## src/hdl/aes128_pkg.sv

```systemverilog
// Package: types, constants and round functions for the AES-128 engine.
`timescale 1ns / 1ps
package aes128_pkg;

   localparam int ROUNDS_DEF = 10;
   localparam int BLOCK_W    = 128;
   localparam int QUEUE_DEPTH = 2;

   typedef enum logic [1:0] {
      CMD_LOAD    = 2'd0,
      CMD_ENCRYPT = 2'd1,
      CMD_DECRYPT = 2'd2,
      CMD_UNUSED  = 2'd3
   } cmd_type;

   typedef enum logic [1:0] {
      ST_IDLE  = 2'd0,
      ST_ROUND = 2'd1,
      ST_HOLD  = 2'd2
   } eng_state_type;

   typedef struct packed {
      logic         inverse;
      logic         last;
      logic [127:0] data;
   } job_type;

   function automatic logic [7:0] fwd_sbox(input logic [7:0] v);
      logic [7:0] r;
      unique case (v)
         8'h00: r=8'h63; 8'h01: r=8'h7c; 8'h02: r=8'h77; 8'h03: r=8'h7b;
         8'h04: r=8'hf2; 8'h05: r=8'h6b; 8'h06: r=8'h6f; 8'h07: r=8'hc5;
         8'h08: r=8'h30; 8'h09: r=8'h01; 8'h0a: r=8'h67; 8'h0b: r=8'h2b;
         8'h0c: r=8'hfe; 8'h0d: r=8'hd7; 8'h0e: r=8'hab; 8'h0f: r=8'h76;
         8'h10: r=8'hca; 8'h11: r=8'h82; 8'h12: r=8'hc9; 8'h13: r=8'h7d;
         8'h14: r=8'hfa; 8'h15: r=8'h59; 8'h16: r=8'h47; 8'h17: r=8'hf0;
         8'h18: r=8'had; 8'h19: r=8'hd4; 8'h1a: r=8'ha2; 8'h1b: r=8'haf;
         8'h1c: r=8'h9c; 8'h1d: r=8'ha4; 8'h1e: r=8'h72; 8'h1f: r=8'hc0;
         8'h20: r=8'hb7; 8'h21: r=8'hfd; 8'h22: r=8'h93; 8'h23: r=8'h26;
         8'h24: r=8'h36; 8'h25: r=8'h3f; 8'h26: r=8'hf7; 8'h27: r=8'hcc;
         8'h28: r=8'h34; 8'h29: r=8'ha5; 8'h2a: r=8'he5; 8'h2b: r=8'hf1;
         8'h2c: r=8'h71; 8'h2d: r=8'hd8; 8'h2e: r=8'h31; 8'h2f: r=8'h15;
         8'h30: r=8'h04; 8'h31: r=8'hc7; 8'h32: r=8'h23; 8'h33: r=8'hc3;
         8'h34: r=8'h18; 8'h35: r=8'h96; 8'h36: r=8'h05; 8'h37: r=8'h9a;
         8'h38: r=8'h07; 8'h39: r=8'h12; 8'h3a: r=8'h80; 8'h3b: r=8'he2;
         8'h3c: r=8'heb; 8'h3d: r=8'h27; 8'h3e: r=8'hb2; 8'h3f: r=8'h75;
         8'h40: r=8'h09; 8'h41: r=8'h83; 8'h42: r=8'h2c; 8'h43: r=8'h1a;
         8'h44: r=8'h1b; 8'h45: r=8'h6e; 8'h46: r=8'h5a; 8'h47: r=8'ha0;
         8'h48: r=8'h52; 8'h49: r=8'h3b; 8'h4a: r=8'hd6; 8'h4b: r=8'hb3;
         8'h4c: r=8'h29; 8'h4d: r=8'he3; 8'h4e: r=8'h2f; 8'h4f: r=8'h84;
         8'h50: r=8'h53; 8'h51: r=8'hd1; 8'h52: r=8'h00; 8'h53: r=8'hed;
         8'h54: r=8'h20; 8'h55: r=8'hfc; 8'h56: r=8'hb1; 8'h57: r=8'h5b;
         8'h58: r=8'h6a; 8'h59: r=8'hcb; 8'h5a: r=8'hbe; 8'h5b: r=8'h39;
         8'h5c: r=8'h4a; 8'h5d: r=8'h4c; 8'h5e: r=8'h58; 8'h5f: r=8'hcf;
         8'h60: r=8'hd0; 8'h61: r=8'hef; 8'h62: r=8'haa; 8'h63: r=8'hfb;
         8'h64: r=8'h43; 8'h65: r=8'h4d; 8'h66: r=8'h33; 8'h67: r=8'h85;
         8'h68: r=8'h45; 8'h69: r=8'hf9; 8'h6a: r=8'h02; 8'h6b: r=8'h7f;
         8'h6c: r=8'h50; 8'h6d: r=8'h3c; 8'h6e: r=8'h9f; 8'h6f: r=8'ha8;
         8'h70: r=8'h51; 8'h71: r=8'ha3; 8'h72: r=8'h40; 8'h73: r=8'h8f;
         8'h74: r=8'h92; 8'h75: r=8'h9d; 8'h76: r=8'h38; 8'h77: r=8'hf5;
         8'h78: r=8'hbc; 8'h79: r=8'hb6; 8'h7a: r=8'hda; 8'h7b: r=8'h21;
         8'h7c: r=8'h10; 8'h7d: r=8'hff; 8'h7e: r=8'hf3; 8'h7f: r=8'hd2;
         8'h80: r=8'hcd; 8'h81: r=8'h0c; 8'h82: r=8'h13; 8'h83: r=8'hec;
         8'h84: r=8'h5f; 8'h85: r=8'h97; 8'h86: r=8'h44; 8'h87: r=8'h17;
         8'h88: r=8'hc4; 8'h89: r=8'ha7; 8'h8a: r=8'h7e; 8'h8b: r=8'h3d;
         8'h8c: r=8'h64; 8'h8d: r=8'h5d; 8'h8e: r=8'h19; 8'h8f: r=8'h73;
         8'h90: r=8'h60; 8'h91: r=8'h81; 8'h92: r=8'h4f; 8'h93: r=8'hdc;
         8'h94: r=8'h22; 8'h95: r=8'h2a; 8'h96: r=8'h90; 8'h97: r=8'h88;
         8'h98: r=8'h46; 8'h99: r=8'hee; 8'h9a: r=8'hb8; 8'h9b: r=8'h14;
         8'h9c: r=8'hde; 8'h9d: r=8'h5e; 8'h9e: r=8'h0b; 8'h9f: r=8'hdb;
         8'ha0: r=8'he0; 8'ha1: r=8'h32; 8'ha2: r=8'h3a; 8'ha3: r=8'h0a;
         8'ha4: r=8'h49; 8'ha5: r=8'h06; 8'ha6: r=8'h24; 8'ha7: r=8'h5c;
         8'ha8: r=8'hc2; 8'ha9: r=8'hd3; 8'haa: r=8'hac; 8'hab: r=8'h62;
         8'hac: r=8'h91; 8'had: r=8'h95; 8'hae: r=8'he4; 8'haf: r=8'h79;
         8'hb0: r=8'he7; 8'hb1: r=8'hc8; 8'hb2: r=8'h37; 8'hb3: r=8'h6d;
         8'hb4: r=8'h8d; 8'hb5: r=8'hd5; 8'hb6: r=8'h4e; 8'hb7: r=8'ha9;
         8'hb8: r=8'h6c; 8'hb9: r=8'h56; 8'hba: r=8'hf4; 8'hbb: r=8'hea;
         8'hbc: r=8'h65; 8'hbd: r=8'h7a; 8'hbe: r=8'hae; 8'hbf: r=8'h08;
         8'hc0: r=8'hba; 8'hc1: r=8'h78; 8'hc2: r=8'h25; 8'hc3: r=8'h2e;
         8'hc4: r=8'h1c; 8'hc5: r=8'ha6; 8'hc6: r=8'hb4; 8'hc7: r=8'hc6;
         8'hc8: r=8'he8; 8'hc9: r=8'hdd; 8'hca: r=8'h74; 8'hcb: r=8'h1f;
         8'hcc: r=8'h4b; 8'hcd: r=8'hbd; 8'hce: r=8'h8b; 8'hcf: r=8'h8a;
         8'hd0: r=8'h70; 8'hd1: r=8'h3e; 8'hd2: r=8'hb5; 8'hd3: r=8'h66;
         8'hd4: r=8'h48; 8'hd5: r=8'h03; 8'hd6: r=8'hf6; 8'hd7: r=8'h0e;
         8'hd8: r=8'h61; 8'hd9: r=8'h35; 8'hda: r=8'h57; 8'hdb: r=8'hb9;
         8'hdc: r=8'h86; 8'hdd: r=8'hc1; 8'hde: r=8'h1d; 8'hdf: r=8'h9e;
         8'he0: r=8'he1; 8'he1: r=8'hf8; 8'he2: r=8'h98; 8'he3: r=8'h11;
         8'he4: r=8'h69; 8'he5: r=8'hd9; 8'he6: r=8'h8e; 8'he7: r=8'h94;
         8'he8: r=8'h9b; 8'he9: r=8'h1e; 8'hea: r=8'h87; 8'heb: r=8'he9;
         8'hec: r=8'hce; 8'hed: r=8'h55; 8'hee: r=8'h28; 8'hef: r=8'hdf;
         8'hf0: r=8'h8c; 8'hf1: r=8'ha1; 8'hf2: r=8'h89; 8'hf3: r=8'h0d;
         8'hf4: r=8'hbf; 8'hf5: r=8'he6; 8'hf6: r=8'h42; 8'hf7: r=8'h68;
         8'hf8: r=8'h41; 8'hf9: r=8'h99; 8'hfa: r=8'h2d; 8'hfb: r=8'h0f;
         8'hfc: r=8'hb0; 8'hfd: r=8'h54; 8'hfe: r=8'hbb; 8'hff: r=8'h16;
      endcase
      return r;
   endfunction

   // Inverse S-box found by searching the forward table for the input that maps to v.
   function automatic logic [7:0] inv_sbox(input logic [7:0] v);
      logic [7:0] r;
      r = 8'h00;
      for (int i = 0; i < 256; i++) begin
         if (fwd_sbox(8'(i)) == v) begin
            r = 8'(i);
         end
      end
      return r;
   endfunction

   function automatic logic [7:0] xtime(input logic [7:0] a);
      return {a[6:0], 1'b0} ^ (a[7] ? 8'h1b : 8'h00);
   endfunction

   function automatic logic [127:0] enc_shift_sub(input logic [127:0] s);
      logic [127:0] t;
      for (int c = 0; c < 4; c++) begin
         for (int r = 0; r < 4; r++) begin
            t[8*(r+4*c) +: 8] = fwd_sbox(s[8*(r+4*((c+r)%4)) +: 8]);
         end
      end
      return t;
   endfunction

   function automatic logic [127:0] dec_shift_sub(input logic [127:0] s);
      logic [127:0] t;
      for (int c = 0; c < 4; c++) begin
         for (int r = 0; r < 4; r++) begin
            t[8*(r+4*c) +: 8] = inv_sbox(s[8*(r+4*((c-r+4)%4)) +: 8]);
         end
      end
      return t;
   endfunction

   function automatic logic [127:0] enc_mix(input logic [127:0] s);
      logic [127:0] t;
      logic [7:0]   a0, a1, a2, a3;
      for (int c = 0; c < 4; c++) begin
         a0 = s[32*c +: 8];
         a1 = s[32*c+8 +: 8];
         a2 = s[32*c+16 +: 8];
         a3 = s[32*c+24 +: 8];
         t[32*c +: 8]    = xtime(a0) ^ xtime(a1) ^ a1 ^ a2 ^ a3;
         t[32*c+8 +: 8]  = a0 ^ xtime(a1) ^ xtime(a2) ^ a2 ^ a3;
         t[32*c+16 +: 8] = a0 ^ a1 ^ xtime(a2) ^ xtime(a3) ^ a3;
         t[32*c+24 +: 8] = xtime(a0) ^ a0 ^ a1 ^ a2 ^ xtime(a3);
      end
      return t;
   endfunction

   function automatic logic [7:0] gmul(input logic [7:0] a, input logic [3:0] b);
      logic [7:0] p, x;
      p = 8'h00;
      x = a;
      for (int i = 0; i < 4; i++) begin
         if (b[i]) begin
            p = p ^ x;
         end
         x = xtime(x);
      end
      return p;
   endfunction

   function automatic logic [127:0] dec_mix(input logic [127:0] s);
      logic [127:0] t;
      logic [7:0]   a0, a1, a2, a3;
      for (int c = 0; c < 4; c++) begin
         a0 = s[32*c +: 8];
         a1 = s[32*c+8 +: 8];
         a2 = s[32*c+16 +: 8];
         a3 = s[32*c+24 +: 8];
         t[32*c +: 8]    = gmul(a0,4'd14) ^ gmul(a1,4'd11) ^ gmul(a2,4'd13) ^ gmul(a3,4'd9);
         t[32*c+8 +: 8]  = gmul(a0,4'd9) ^ gmul(a1,4'd14) ^ gmul(a2,4'd11) ^ gmul(a3,4'd13);
         t[32*c+16 +: 8] = gmul(a0,4'd13) ^ gmul(a1,4'd9) ^ gmul(a2,4'd14) ^ gmul(a3,4'd11);
         t[32*c+24 +: 8] = gmul(a0,4'd11) ^ gmul(a1,4'd13) ^ gmul(a2,4'd9) ^ gmul(a3,4'd14);
      end
      return t;
   endfunction

endpackage

```

## src/hdl/aes128_front.sv

```systemverilog
// Front end: takes commands, writes round keys, queues block jobs.
`timescale 1ns / 1ps
module aes128_front #(
   parameter int ROUNDS = aes128_pkg::ROUNDS_DEF,
   parameter int SLOT_W = $clog2(ROUNDS + 1)
) (
   input  logic                  clock,
   input  logic                  reset,
   input  logic                  req_valid,
   output logic                  req_stall,
   input  logic [1:0]            req_command,
   input  logic [3:0]            req_key_slot,
   input  logic [63:0]           req_block_hi,
   input  logic [63:0]           req_block_lo,
   input  logic                  req_last_block,
   input  logic                  engine_busy,
   output logic                  key_wr_en,
   output logic [SLOT_W-1:0]     key_wr_slot,
   output logic [127:0]          key_wr_data,
   output logic                  job_valid,
   input  logic                  job_take,
   output aes128_pkg::job_type   job
);
   import aes128_pkg::*;

   localparam int QW = $clog2(QUEUE_DEPTH);

   job_type          q_mem [QUEUE_DEPTH];
   logic [QW-1:0]    wr_ptr_ff, wr_ptr_in, rd_ptr_ff, rd_ptr_in;
   logic [QW:0]      count_ff, count_in;
   logic             accept, is_block, push, pop;
   cmd_type          cmd;

   assign cmd       = cmd_type'(req_command);
   // a key load waits until no queued or running block can still read the store
   assign req_stall = (count_ff == (QW+1)'(QUEUE_DEPTH)) ||
                      ((cmd == CMD_LOAD) && ((count_ff != '0) || engine_busy));
   assign accept    = req_valid && !req_stall;
   assign is_block  = (cmd == CMD_ENCRYPT) || (cmd == CMD_DECRYPT);
   assign push      = accept && is_block;
   assign pop       = job_take && (count_ff != '0);

   assign key_wr_en   = accept && (cmd == CMD_LOAD) && ({28'd0, req_key_slot} <= 32'(ROUNDS));
   assign key_wr_slot = SLOT_W'(req_key_slot);
   assign key_wr_data = {req_block_hi, req_block_lo};

   assign job_valid = (count_ff != '0);
   assign job       = q_mem[rd_ptr_ff];

   always_comb begin
      wr_ptr_in = push ? QW'(wr_ptr_ff + 1'b1) : wr_ptr_ff;
      rd_ptr_in = pop ? QW'(rd_ptr_ff + 1'b1) : rd_ptr_ff;
      count_in  = count_ff + (QW+1)'(push) - (QW+1)'(pop);
   end

   always_ff @(posedge clock) begin
      if (reset) begin
         wr_ptr_ff <= '0;
         rd_ptr_ff <= '0;
         count_ff  <= '0;
      end else begin
         wr_ptr_ff <= wr_ptr_in;
         rd_ptr_ff <= rd_ptr_in;
         count_ff  <= count_in;
      end
   end

   always_ff @(posedge clock) begin
      if (push) begin
         q_mem[wr_ptr_ff] <= '{inverse: (cmd == CMD_DECRYPT), last: req_last_block,
                               data: {req_block_hi, req_block_lo}};
      end
   end

endmodule

```

## config.mk

```make
export PLATFORM = sky130hd
export DESIGN_NAME = aes128_front
export DESIGN_NICKNAME = d
export VERILOG_FILES = /design/src/hdl/aes128_pkg.sv /design/src/hdl/aes128_front.sv
export SDC_FILE = /design/constraint.sdc
export NUM_CORES = 1
export LEC_CHECK = 0
export BUFFER_PORTS_ARGS = -buffer_cell sky130_fd_sc_hd__buf_2
export CORE_MARGIN = 2
export CORE_UTILIZATION = 45
export DETAILED_ROUTE_END_ITERATION = 8
export PLACE_DENSITY_LB_ADDON = 0.05
export SYNTH_ARGS = -nofsm -noshare
export SYNTH_HDL_FRONTEND = slang
export SYNTH_SLANG_ARGS = --single-unit
```

## constraint.sdc

```tcl
create_clock -name clock -period 16.4 [get_ports clock]
set_input_delay 4.92 -clock clock [delete_from_list [all_inputs] [get_ports clock]]
set_output_delay 4.92 -clock clock [all_outputs]
set_load 0.03 [all_outputs]
```

==> results of run 1 <==
## tightest hold or removal path, delay by kind of cell, from the launching register on
kind / cells / cell delay, ns
flip-flops: 1 / 0.33
AND/OR/NAND/NOR: 1 / 0.08
XOR/XNOR: 1 / 0.09
## sequential cells by signal (all words and copies together), names as in the netlist, named ones only
signal / cells
q_mem: 260
count_ff: 2
rd_ptr_ff: 1
wr_ptr_ff: 1
## cell usage after synthesis (2+ instances only)
| master | instances | area share (%) |
|---|---|---|
| buf_2 | 4 | 0.19 |
| buf_4 | 142 | 10 |
| dfxtp_1 | 5 | 0.94 |
| edfxtp_1 | 260 | 73 |
| ha_1 | 4 | 0.47 |
| inv_1 | 4 | 0.14 |
| mux2_2 | 130 | 14 |
| nand2_1 | 2 | 0.070 |
| nor2_1 | 7 | 0.25 |
## cell type report
cell class / count / share of cell area [%]
sequential: 265 / 61.4
timing repair buffer: 409 / 16.0
tap: 319 / 3.10
clock buffer: 37 / 5.87
inverter: 4 / 0.117
multi-input combinational: 156 / 13.0
clock inverter: 15 / 0.524
antenna: 3 / 0.0583
## worst paths after layout
path,from,end,slack [ns],cells past startpoint
min reg2reg,rd_ptr_ff,flip-flop,0.53,2
min,rd_ptr_ff,flip-flop,0.53,2
max reg2reg,count_ff[0],q_mem[1][47],12.84,5
max,req_command[0],key_wr_en,5.61,7
## power groups by stage
| stage | clock, W | combinational, W | sequential, W |
|---|---|---|---|
| after floorplan | 0 | 0.000481 | 0.000847 |
| after CTS | 0.000579 | 0.000599 | 0.000860 |
| after detailed placement | 0 | 0.000597 | 0.000873 |
| after global routing | 0.000603 | 0.000623 | 0.000866 |
| final | 0.000561 | 0.000588 | 0.000858 |
| after global placement | 0 | 0.000594 | 0.000870 |
## layer usage
layer / part of all wire (%) / track usage (%) / vias to the layer above
li1: - / - / 2605
met1: 38 / 18.4 / 2686
met2: 52 / 28.8 / 251
met3: 8.3 / 4.54 / 37
met4: 2.3 / 5.45 / 2
met5: 0.060 / 0 / -
## cells by family (layout without fill, tap and decap cells)
| family | Yosys count | count (layout) |
|---|---|---|
| and+or+nand+nor | 15 | 15 |
| muxes | 131 | 131 |
| adders and majority gates | 4 | 4 |
| DFF | 265 | 265 |
| buffers and inverters | 150 | 465 |
| xor gates and xnor gates | 2 | 2 |
| AOI/OAI and AO/OA | 4 | 4 |
| other | 0 | 3 |
## metrics by stage
stage                     instance area [um2]  setup WS, ns
final                                   12900          5.61
after global routing                    12900          5.54
after CTS                               12900          5.59
after detailed placement                12100          5.60
after global placement                  12100          5.65
after floorplan                         10700          4.95
==> key figures, run 1 <==
STA
  – Worst Clk Skew: 0.0212 ns
  – Hold WS: 0.530 ns
  – Period utilization: 65.8%
  – Slew at the pin with the worst max-slew slack: 1.15 ns
  – Max-slew violation count: 0
  – Min Tclk post-route: ~11 ns
  – TNS Setup: 0 ns
  – Final setup vio count: 0
  – Slew margin rel.: 23.4%
  – Max frequency: 0.0927 GHz
  – RSZ-0062 raised after global routing: no
  – Final Hold Fails: 0

Synthesis
  – Syn. warnings: 0
  – Synth Area in Simple Gates: less than 1%
  – Post-synth EDFFs: 260
  – Synth Net Count: approximately 720
  – Async SR Flop Fraction: 0%
  – Flops & latches, synth: 265
  – Synth Area in Compound Gates: 0.293%
  – Synth Flop Type: edfxtp_1
  – Post-Synth XOR/XNOR Area: less than 1%
  – Post-synthesis cell area: 10700 um2
  – Adder-cell share of the synthesized area: less than 1%
  – Instance count of the mapped netlist: 571
  – Post-synthesis sequential area ratio: around three quarters
  – Mux contribution to synthesized area: 13.9%
  – Average size of a mapped cell: around 19 um2
  – Netlist cell types: 22
  – Largest family of logic cells by synthesized area: multiplexers

Placement
  – Inst Count DP: 1153
  – IO buf count: between 400 and 500
  – Post-DP HPWL: roughly 15000 um
  – Placer congestion estimate: about 0.71

Setup path
  – Startpoint types: input pin
  – Crit path largest cell delay: 0.25 ns
  – WP data required: 11.48 ns
  – Crit-path cells: buf_2 > inv_1 > ha_1 > o21ai_2 > nand2_1 > a211oi_1 > buf_2
  – CP bufs+invs: 3
  – Top delay family on crit path: buffers and inverters
  – CP Max Fanout: 2
  – CP Capture Type: primary output
  – Worst Path Arrival: 5.87 ns
  – Slowest CP cell: buf_2
  – Critical path type: input pin to primary output
  – Critical path's most frequent cell: buf_2

Clock network
  – Post-CTS Setup Inserts: 0
  – CTS Buf Count: 29
  – Max clock buf depth: 3
  – CTS clk-pin slew, worst paths: approximately 0.06 ns
  – Resize count post-CTS: 0
  – Clock sink count: around 270
  – Worst skew pair latency: approximately 0.54 ns
  – TritonCTS clock tree: done
  – Root Driver: clkbuf_16
  – # hold bufs at CTS: 0
  – H-Tree Level Count: 1

Die
  – Initial Utilization: 45.7%
  – Core area: 23300 um2
  – Die W: ~160 um
  – Cell Rows: 56
  – IO Pins: 405
  – Die Span Y: 158 um
  – Die ar.: 24900 um2

Drt
  – DRT iter0 DRCs: around 250
  – Total wire length: 21500 um
  – DR vias: 5581
  – DRT antenna net count: 0
  – Drt first pass iters: 4
  – Avg WL per Cell: roughly 18 um
  – # DRC: 0
  – Vias/cell: 4.62

Flow run
  – Number of max-cap violations: 0

Run status
  – Outcome: complete, no violations

Cells and area
  – Nets: 1009
  – Register area: 7910 um2
  – Area of the multi-input gates: 1670 um2
  – Most frequent cells in the layout: buf_2, edfxtp_1, mux2_2
  – Commonest non-fill, non-tap cell in the layout: buf_2
  – Util after Layout: between 50 and 60%
  – Fill cell count: 1957
  – Layout Cells excl Fill: 1208
  – Layout cells sized above 1: 65.5%
  – Area grow syn2layout: 20.8%

Pwr
  – Max VDD drop: 0.0000892 V
  – Logic pwr share: 29.3%
  – Final Total Pwr: 0.00201 W
  – Power density cells: 156 nW/um2
  – Switching Power: 0.000668 W
  – Sw frac: 33.3%
  – Int Power: 0.00134 W
  – Leakage: 5.02 nW
  – Clock power share: 27.9%
  – Reg power frac: about 43%

Global route
  – First-pass GRT wire length: 30300 um
  – Initial antenna violation count: 4
  – GRT overflow: 0
  – Largest net degree at the start of global routing: 84
  – GRT Util Overall: 16.1%
  – Vias in the first global route: roughly 5500

Worst hold path
  – HP Class: flip-flop to flip-flop
Note: power is estimated with default switching activity, not from simulation.
==> run 2: changes to the inputs <==
ABC_AREA = 1   (was default)
clock period = 10.95 ns   (was 16.4 ns; I/O delays follow)
==> key figures, run 2 <==
Cells and area
  – Regs by FF count: q_mem x260, count_ff x2
  – Max reg flops: 260
  – Biggest register: q_mem
  – Nets: between 1000 and 1500
  – Layout cells sized above 1: 65.2%
  – Area grow syn2layout: 20.6%
  – Most frequent cells in the layout: buf_2, edfxtp_1, mux2_2
  – Commonest non-fill, non-tap cell in the layout: buf_2
  – Ant diodes: 0

Clock network
  – Root Driver: clkbuf_16
  – TritonCTS clock tree: done
  – Post-CTS Setup Inserts: 0
  – CTS clk-pin slew, worst paths: roughly 0.060 ns
  – Resize count post-CTS: 0
  – Worst skew pair latency: 0.53 ns
  – Clock sink count: 265
  – # hold bufs at CTS: 0
  – H-Tree Level Count: 1
  – CTS Buf Count: 28
  – Max clock buf depth: 3

Global route
  – Largest net degree at the start of global routing: 80
  – GRT Util Overall: between 15 and 20%
  – Vias in the first global route: roughly 5600
  – GRT overflow: 0
  – Initial antenna violation count: 1
  – First-pass GRT wire length: approximately 30000 um

Synthesis
  – Synth top area cells: edfxtp_1, mux2_2, buf_4, buf_6, dfxtp_1
  – Area leader, netlist: edfxtp_1
  – Commonest cells in the netlist: edfxtp_1, buf_4, mux2_2
  – Top-count cell post-synth: edfxtp_1
  – Syn. warnings: 0
  – Flops & latches, synth: 265
  – Average size of a mapped cell: 18.6 um2
  – Post-synth EDFFs: 260
  – Post-synthesis sequential area ratio: 74.0%
  – Top-area cell type share of the netlist area: 73.1%
  – Netlist cell types: 17
  – Instance count of the mapped netlist: 574
  – Synth Flop Type: edfxtp_1
  – Async SR Flop Fraction: 0%
  – Synth Net Count: approximately 720
  – Post-synthesis cell area: 10700 um2

STA
  – Max frequency: 0.133 GHz
  – TNS Setup: 0 ns
  – Max-slew violation count: 0
  – RSZ-0062 raised after global routing: no
  – Slew margin rel.: 23.8%
  – Min Tclk post-route: 7.53 ns
  – Period utilization: 68.8%
  – Hold WS: 0.458 ns
  – Worst Clk Skew: 0.00928 ns
  – Slew at the pin with the worst max-slew slack: roughly 1.1 ns
  – Final setup vio count: 0
  – Final Hold Fails: 0

Setup path
  – CP bufs+invs: 3
  – CP Capture Type: primary output
  – Critical path type: input pin to primary output
  – R2R Setup Slk: 8.54 ns
  – Startpoint types: input pin
  – Crit path largest cell delay: approximately 0.22 ns
  – WP data required: 7.67 ns
  – Worst Path Arrival: 4.25 ns
  – Worst reg2reg startpoint: count_ff[0]
  – Critical path's most frequent cell: buf_2
  – Reg2reg path depth: 5
  – Reg-to-reg endpoint: q_mem[1][37]
  – CP Max Fanout: 3
  – Slowest CP cell: buf_2
  – Crit-path cells: buf_2 > inv_1 > ha_1 > o21ai_1 > nand4_1 > a21oi_1 > buf_2
  – Top delay family on crit path: buffers and inverters

Run status
  – Outcome: complete, no violations

Die
  – Cell Rows: 56
  – Die ar.: 25000 um2
  – Core area: approximately 23000 um2
  – Die Span Y: 158 um
  – Die W: 158 um
  – Initial Utilization: between 40 and 50%
  – IO Pins: 405

Pwr
  – Leakage: 5.04 nW
  – Max VDD drop: 0.000120 V
  – Power density cells: 228 nW/um2

Worst hold path
  – Hold Crit Depth: 1
  – HP Start: rd_ptr_ff
  – HP Class: flip-flop to flip-flop

Placement
  – Placer congestion estimate: 0.737
  – IO buf count: 404
  – Post-DP HPWL: 14800 um

Drt
  – Vias/cell: between 4 and 5
  – Drt first pass iters: 5
  – Avg WL per Cell: around 18 um
  – DRT iter0 DRCs: 213
  – # DRC: 0
  – DRT antenna net count: 0
  – DR vias: 5700
  – Total wire length: 21700 um

Flow run
  – Number of max-cap violations: 0
==> run 2: worst max path at each step <==
stage / start / depth (start not counted) / end / slack (ns)
global placement: req_command[0] / 7 / key_wr_en / 3.52
floorplan: req_command[0] / 5 / q_mem[1][0] / 1.05
detailed placement: req_command[0] / 7 / key_wr_en / 3.43
CTS: req_command[0] / 7 / key_wr_en / 3.43
finish: req_command[0] / 7 / key_wr_en / 3.42
global route: req_command[0] / 7 / key_wr_en / 3.33
==> run 2: layout make-up <==
| type | instances | area, um2 |
|---|---|---|
| flip-flops and latches | 265 | 7910 |
| inverters | 8 | 30.0 |
| clock inverters | 13 | 88.8 |
| clock buffers | 37 | 756 |
| well taps | 319 | 399 |
| multi-input cells | 155 | 1630 |
| repair buffers | 409 | 2060 |
| fillers | 1996 | 10500 |
==> run 2: stage by stage <==
stage	utilization, %	total power (W)	worst slack (ns)	area, um2	std cells
after floorplan	-	0.00192	1.05	10700	574
after global placement	51.4	0.00210	3.52	12000	1156
after detailed placement	51.4	0.00211	3.43	12000	1156
after CTS	55.0	0.00298	3.43	12900	1206
after global routing	55.0	0.00306	3.33	12900	1206
final	55.0	0.00294	3.42	12900	1206
==> run 2: where the power goes <==
part	switching, W	internal (W)	total [W]
sequential	0.0000573	0.00121	0.00127
clock	0.000361	0.000505	0.000866
combinational	0.000530	0.000272	0.000802
total	0.000949	0.00199	0.00294
==> run 2: kinds of logic after synthesis <==
family	synth area share, %
DFF	74.0
buffers and inverters	10.8
muxes	13.7
and+or+nand+nor	0.433
AOI/OAI and AO/OA	0.469
adders and majority gates	0.469
xor gates and xnor gates	0.0820
==> run 2: worst reg2reg max path, stage by stage (launching register included) <==
cell and delay (ns):
dfxtp_1 0.40, inv_1 0.08, nand2_1 0.12, nand4_1 0.35
nor2_4 0.19, buf_4 0.80
==> run 2: layer usage <==
layer  routed length (um)  part of all wire [%]  GRT usage [%]  vias to the layer above
met2                11500                    53           30.4                      256
met4                  573                   2.6           5.66                        2
met5                   13                 0.060              0                        -
met1                 7740                    36           17.1                     2789
li1                     -                     -              -                     2612
met3                 1880                   8.7           4.93                       41
